File: src/hdl/arrt_pkg.sv
`default_nettype none
package arrt_pkg;

    localparam int ADDR_W  = 64;
    localparam int OWNER_W = 32;
    localparam int KIND_W  = 2;
    localparam int MODE_W  = 2;

    typedef enum logic [1:0] {
        MODE_RESERVE  = 2'd0,
        MODE_CLAIM    = 2'd1,
        MODE_RELEASE  = 2'd2,
        MODE_CONTAINS = 2'd3
    } t_mode;

    typedef enum logic [1:0] {
        ST_OK      = 2'd0,
        ST_INVALID = 2'd1,
        ST_OVERLAP = 2'd2,
        ST_FULL    = 2'd3
    } t_status;

    // Control states of the top level.
    typedef enum logic [1:0] {
        S_IDLE,
        S_RUN,
        S_FIN
    } t_state;

    // Request broadcast to all cells while a scan runs.
    typedef struct packed {
        t_mode               mode;
        logic [ADDR_W-1:0]   base;
        logic [ADDR_W-1:0]   len;
        logic [ADDR_W-1:0]   last;
        logic [KIND_W-1:0]   kind;
        logic [OWNER_W-1:0]  owner;
    } t_req;

    // Scan token handed from cell to cell.
    typedef struct packed {
        logic vld;
        logic hit;
        logic free;
    } t_tok;

    // End-of-scan command to all cells.
    typedef struct packed {
        logic go;
        logic commit;
    } t_cmd;

endpackage
`default_nettype wire

File: src/hdl/arrt_cell.sv
`default_nettype none
module arrt_cell (
    input  wire logic         i_clk,
    input  wire logic         i_rst_n,
    input  wire arrt_pkg::t_req i_req,
    input  wire arrt_pkg::t_tok i_tok,
    input  wire arrt_pkg::t_cmd i_cmd,
    output arrt_pkg::t_tok    o_tok
);
    import arrt_pkg::*;

    logic               r_valid;
    logic               r_pend;
    logic [ADDR_W-1:0]  r_base;
    logic [ADDR_W-1:0]  r_len;
    logic [ADDR_W-1:0]  r_last;
    logic               r_kind;
    logic [OWNER_W-1:0] r_owner;
    logic               r_locked;
    t_tok               r_tok;
    t_tok               n_tok;
    logic               n_pend;
    logic               n_free_slot;

    logic               kind_eq;
    logic               meet;
    logic               exact;
    logic [ADDR_W-1:0]  off;
    logic               covers;
    logic               is_ins;

    always_comb begin
        kind_eq = (i_req.kind[1] == 1'b0) && (i_req.kind[0] == r_kind);
        meet    = (i_req.base <= r_last) && (r_base <= i_req.last);
        exact   = (r_base == i_req.base) && (r_len == i_req.len) &&
                  (r_owner == i_req.owner) && !r_locked;
        off     = i_req.base - r_base;
        covers  = (i_req.base >= r_base) && (off <= r_len) && (i_req.len <= r_len - off);
        is_ins  = (i_req.mode == MODE_RESERVE) || (i_req.mode == MODE_CLAIM);

        n_tok       = i_tok;
        n_pend      = 1'b0;
        n_free_slot = 1'b0;
        if (i_tok.vld) begin
            if (is_ins) begin
                if (r_valid) begin
                    if (kind_eq && meet) n_tok.hit = 1'b1;
                end else if (!i_tok.free) begin
                    n_tok.free = 1'b1;
                    n_pend     = 1'b1;
                end
            end else if (i_req.mode == MODE_RELEASE) begin
                if (!i_tok.hit && r_valid && kind_eq && exact) begin
                    n_tok.hit   = 1'b1;
                    n_free_slot = 1'b1;
                end
            end else begin
                if (r_valid && kind_eq && covers) n_tok.hit = 1'b1;
            end
        end
    end

    always_ff @(posedge i_clk) begin
        if (!i_rst_n) begin
            r_valid <= 1'b0;
            r_pend  <= 1'b0;
            r_tok   <= '0;
        end else begin
            r_tok <= n_tok;
            if (n_pend) r_pend <= 1'b1;
            if (n_free_slot) r_valid <= 1'b0;
            if (i_cmd.go) begin
                r_pend <= 1'b0;
                if (i_cmd.commit && r_pend) r_valid <= 1'b1;
            end
        end
    end

    always_ff @(posedge i_clk) begin
        if (i_cmd.go && i_cmd.commit && r_pend) begin
            r_base   <= i_req.base;
            r_len    <= i_req.len;
            r_last   <= i_req.last;
            r_kind   <= i_req.kind[0];
            r_owner  <= i_req.owner;
            r_locked <= (i_req.mode == MODE_RESERVE);
        end
    end

    assign o_tok = r_tok;

endmodule
`default_nettype wire
File: config.mk
export PLATFORM = sky130hd
export DESIGN_NAME = arrt_cell
export DESIGN_NICKNAME = d
export VERILOG_FILES = /design/src/hdl/arrt_pkg.sv /design/src/hdl/arrt_cell.sv
export SDC_FILE = /design/constraint.sdc
export NUM_CORES = 1
export LEC_CHECK = 0
export BUFFER_PORTS_ARGS = -buffer_cell sky130_fd_sc_hd__buf_2
export CORE_UTILIZATION = 63
export CTS_CLUSTER_SIZE = 20
export DETAILED_ROUTE_END_ITERATION = 10
export PLACE_DENSITY = 0.85
export SLEW_MARGIN = 10
export SYNTH_ARGS = -nofsm -noshare
export SYNTH_HDL_FRONTEND = slang
export SYNTH_SLANG_ARGS = --single-unit
File: constraint.sdc
create_clock -name i_clk -period 12.1 [get_ports i_clk]
set_clock_uncertainty 0.1 [all_clocks]
set_input_delay 0.605 -clock i_clk [delete_from_list [all_inputs] [get_ports i_clk]]
set_output_delay 0.605 -clock i_clk [all_outputs]
set_load 0.05 [all_outputs]
After elaboration in Yosys (flattened, before gate mapping). Cells that the tools add are included.

Memories: 0. Bits in read-only memories: 0. Bits of input ports: 235. RAM bits: 0. Word-level logic and storage cells: 67. Output and inout port bits: 3. Bits in registers: 231. Bits in latches: 0.

Divide/modulo/power cells: 0. Multiplexer cells: 20. Add/subtract/negate cells: 2. Reduce and logical (&&, ||, !) cells: 21. Shift operators: 0. Order comparisons: 5. Equality and inequality tests: 6. Bitwise gates (word level): 2. $mul: 0.

Operators by type and width (number): <= comparator 64 bit (4); == test 64 bit (2); subtractor 64 bit (2); >= comparator 64 bit (1); == test 32 bit (1); 2-to-1 mux 1 bit (19); logical AND 1 bit (16); == test 2 x 1 -> 1 bit (second input constant) (1); == test 2 bit (second input constant) (1); zero test 1 bit (2); zero test 2 bit (1); 2-to-1 mux 2 bit (1); NOT 1 bit (2); OR reduction 2 bit (1); == test 1 bit (1); logical OR 1 bit (1).

Depth between registers and ports, before layout.
Depth in word-level cells: 12. Mapped depth: 35.

Least setup slack after synthesis. Ideal clock, no wire load.

Path type: input -> register. From: in i_req[162] in the netlist's numbering. To: reg r_tok, in the netlist o_tok[1]. Arrival: 6.568 ns. Cell stages on the path: 34. Required time: 11.873 ns. Slack: 5.305 ns. Buffers on the path: 0. Cells stage by stage: inv_1 -> ha_1 -> inv_1 -> fa_1 -> nand3_1 -> a21oi_1 -> nand2b_1 -> a21bo_2 -> a2111oi_2 -> a21oi_1 -> a21boi_1 -> o21bai_1 -> a221oi_1 -> xor2_1 -> ha_1 -> a21o_1 -> a21oi_1 -> o21a_1 -> nor3_1 -> a21o_1 -> a221oi_1 -> a21boi_1 -> a41o_1 -> a21oi_1 -> xor2_1 -> ha_1 -> nand4_1 -> nor4_1 -> nand2_1 -> nor4_1 -> a21boi_0 -> o21ai_0 -> o2111ai_1 -> a31oi_1.

Word-level cells in the longest chain between the ends: 9. Elaborated cells on any way between the ends: 23.

RTL lines: from (decl) (line arrt_cell.sv:5) `input wire arrt_pkg::t_req i_req,`; subtractor 64 bit / == test 64 bit (equally long branches) (line arrt_cell.sv:37, arrt_cell.sv:35); subtractor 64 bit (tied with other cells) (line arrt_cell.sv:38) `covers = (i_req.base >= r_base) && (off <= r_len) && (i_req.len <= r_len - off);`; <= comparator 64 bit (tied with other cells) (line arrt_cell.sv:38); logical AND 1 bit, on equally long branches (line arrt_cell.sv:38, arrt_cell.sv:36); logical AND 1 bit, on equally long branches (line arrt_cell.sv:58, arrt_cell.sv:53); 2-to-1 mux 1 bit, on equally long branches (line arrt_cell.sv:58, arrt_cell.sv:53); 2-to-1 mux 1 bit (line arrt_cell.sv:52) `end else if (i_req.mode == MODE_RELEASE) begin`; 2-to-1 mux 1 bit (*) (line arrt_cell.sv:45) `if (is_ins) begin`; 2-to-1 mux 2 bit (*) (line arrt_cell.sv:44) `if (i_tok.vld) begin`; to (signal assigned) (line arrt_cell.sv:69) `r_tok <= n_tok;`; to (decl) (line arrt_cell.sv:20) `t_tok r_tok;`.

Mark *: on every way between the ends. The rest lies on a longest branch, timed or not. A chain may end at the register's enable or synchronous reset.

Worst setup path after layout.
From: reg r_base[7]. To: reg r_tok, in the netlist o_tok[1].

Word-level cells in the longest chain between the ends: 9. Elaborated cells on any way between the ends: 23.

RTL lines: from (decl) (line arrt_cell.sv:14) `logic [ADDR_W-1:0] r_base;`; from (signal assigned) (line arrt_cell.sv:81) `r_base <= i_req.base;`; subtractor 64 bit / == test 64 bit (equally long branches) (line arrt_cell.sv:37, arrt_cell.sv:35); subtractor 64 bit (tied with other cells) (line arrt_cell.sv:38); <= comparator 64 bit (tied with other cells) (line arrt_cell.sv:38); logical AND 1 bit, on equally long branches (line arrt_cell.sv:38, arrt_cell.sv:36); logical AND 1 bit, on equally long branches (line arrt_cell.sv:58, arrt_cell.sv:53); 2-to-1 mux 1 bit, on equally long branches (line arrt_cell.sv:58, arrt_cell.sv:53); 2-to-1 mux 1 bit (line arrt_cell.sv:52); 2-to-1 mux 1 bit (*) (line arrt_cell.sv:45); 2-to-1 mux 2 bit (*) (line arrt_cell.sv:44).

Marks and branches as above.

==> out/metrics.cfg <==
[finish]
final_common_cell=ha_1
nFillCells=2402
drive_gt1_share_pct=12.7
final_cell_mix=320 x ha_1, 264 x inv_1, 237 x buf_2
areaGrowthSynthToFinish_pct=12.2
layoutNonFillerInstCount=2818
layout.nets=2950

[global_routing]
antenna_found_initial=4
grt_max_degree=76
grt_overflow=0
grt_pass1_wl_um=97600
grt_pass1_vias=17700
grt_use_total_pct=38.3

[status]
status=completed

[synthesis]
ys.warnings.count=0
async_flop_share_pct=0
yosysTopAreaCellShare_pct=33.5
syn_avg_cell_area_um2=9.37
ys_types=77
synthTopCellsByArea=edfxtp_1 34%, ha_1 20%, a21oi_1 4.9%, inv_1 4.9%, xor2_1 4.1%
synth-seq-cells=231
synth.largest_area_cell=edfxtp_1
syn_inst=2160
syn_area_um2=20200
synth_ff_type=edfxtp_1
synth_edf_count=226
syn_nets=2717
yosysSeqAreaShare_pct=34.0

[drt]
drtPass1Iterations=5
drt-vias-per-instance=6.49
drtIter0Drc=2064
via_count=18300
drc_errors=0
avgRoutedWirePerCell_um=22.7
wl_um=63900
antenna_left=0

[critical_path]
cp-startpoint=r_base[7]
reg2reg_from=r_base[7]
cp_max_fo=8
worst_ep_required_time_ns=12.43
crit_type=reg -> reg
cpPeakStageDelay_ns=0.66
worst_setup_path_end_kind=flip-flop
critPathSlowestCell=o31ai_1
cp-start-kind=flip-flop
critPathArrivalTime_ns=8.72

[power_and_ir_drop]
p_seq_share_pct=37.0
power.internal_mw=1.63
pwr-share-clk_pct=34.7
switching_share_pct=31.8
combPwrFrac_pct=28.4
ir_worst_vdd_mv=0.120
finalPower_mw=2.40
switchingPower_uw=763
leakage_nw=10.4
p_per_area_nw_per_um2=106

[floorplan]
dieArea_um2=32800
die_h_um=181
io_pins=238
rows=65
coreArea_um2=31600
die_w_um=181
start_util_pct=64.1

[timing]
finalSetupTns_ns=0
layout_min_cycle_time_ns=8.40
max_freq_mhz=119
maxSlewViolCount=0
setup_viol=0
relSlewSlack_pct=25.0
final_hold_viol_count=0
period_share_pct=69.4
rsz0062_at_grt=false
tightestPinTransition_ns=1.11

[cts]
cts_setup_buffers=0
clk_path_buf_depth=3
cts-htree-levels=1
clock_sinks=231
cts_hold_repair.buffers=0
postCtsResizedCells=0
tritoncts=built
cts_buffers=28
clk-insertion-delay-late_ns=0.57
clkSlewWorstSetupHoldPaths_ns=0.06
cts-root-buf=clkbuf_16

[worst_hold_path]
hp-class=in -> reg
holdCritStartpoint=i_cmd[1]

[place]
portBuffers=237
dp_cells=2765
gp_congestion=1.00
dp_hpwl_um=52000

[run]
cap_violations=0

through the flow:
stage	hold slack [ns]	cell area, µm²	worst slack, ns	util [%]
5_1_grt	0.113	22700	3.13	71.9
3_5_place_dp	0.410	21800	3.67	69.1
6_report	0.110	22700	3.70	71.9
2_1_floorplan	0.384	20200	5.30	-
3_3_place_gp	0.403	21800	3.69	69.1
4_1_cts	0.0901	22700	3.96	71.9
path summary, 6_finish.rpt:
kind / to / slack, ns / cells past startpoint
worst min register to register: r_pend / 0.42 / 2
worst min-delay path: r_pend / 0.11 / 2
worst max register to register: o_tok[1] / 3.70 / 32
worst max-delay path: o_tok[1] / 3.70 / 32
logic make-up (layout without fill, tap and decap cells):
group / Yosys count / after routing / share of synthesized area (%)
simple gates: 504 / 504 / 12.8
mux: 1 / 1 / 0.0495
compound gates: 620 / 620 / 19.7
fa+ha+maj: 322 / 322 / 20.0
buf+inv: 302 / 556 / 5.67
flops: 231 / 231 / 34.0
other cells: 0 / 2 / 0
xor+xnor: 180 / 180 / 7.79
registers in the layout (all words and copies together) (netlist names):
register / cells
r_locked: 1
r_len: 64
r_pend: 1
r_last: 64
o_tok: 3
r_owner: 32
r_kind: 1
r_base: 64
r_valid: 1
routing by layer:
layer  part of all wire (%)  vias to the layer above  track usage, %
met1                     43                     8683            53.2
met3                    8.9                      144            5.91
met5                  0.047                        -               0
met2                     44                      955            59.7
li1                       -                     8494               -
met4                    4.1                        4            15.1
cell usage after synthesis, types with 8 or more instances:
cell type	n
o21a_1	10
clkbuf_1	28
ha_1	320
nand2b_1	21
nor4_1	23
nor2_1	95
buf_2	8
o211ai_1	16
nor3_1	35
a221oi_1	13
and3_1	14
a211oi_1	22
o21ai_0	111
a31oi_1	13
a2111oi_0	9
and2_1	9
xor2_1	94
nand4_1	80
o21bai_1	27
edfxtp_1	226
a21o_1	98
o31ai_1	10
nor2b_1	28
a21oi_1	199
o22ai_1	16
inv_1	264
nand3_1	43
xnor2_1	86
nand2_1	118
power groups by stage:
stage / sequential, mW / combinational, mW / clock, mW
finish: 0.886 / 0.680 / 0.831
detailed placement: 0.902 / 0.658 / 0
CTS: 0.886 / 0.665 / 0.839
global placement: 0.902 / 0.642 / 0
floorplan: 0.905 / 0.443 / 0
global route: 0.886 / 0.745 / 0.861
area by class of cell:
type / count / area (µm²) / share of cell area, %
multi-input cells: 1627 / 12200 / 53.8
inverters: 264 / 991 / 4.37
diodes: 2 / 5.00 / 0.0220
well taps: 402 / 503 / 2.22
repair buffers: 241 / 1220 / 5.36
flip-flops and latches: 231 / 6890 / 30.3
clock buffers: 33 / 741 / 3.26
clock inverters: 18 / 151 / 0.667
critical path, delay by kind of cell (launching register included):
family | cells | cell delay [ns]
adders and majority gates | 3 | 1.20
and+or+nand+nor | 12 | 3.28
xor gates and xnor gates | 1 | 0.18
buffers and inverters | 1 | 0.05
AOI/OAI and AO/OA | 15 | 3.05
DFF | 1 | 0.37
(Power assumes the default switching activity.)
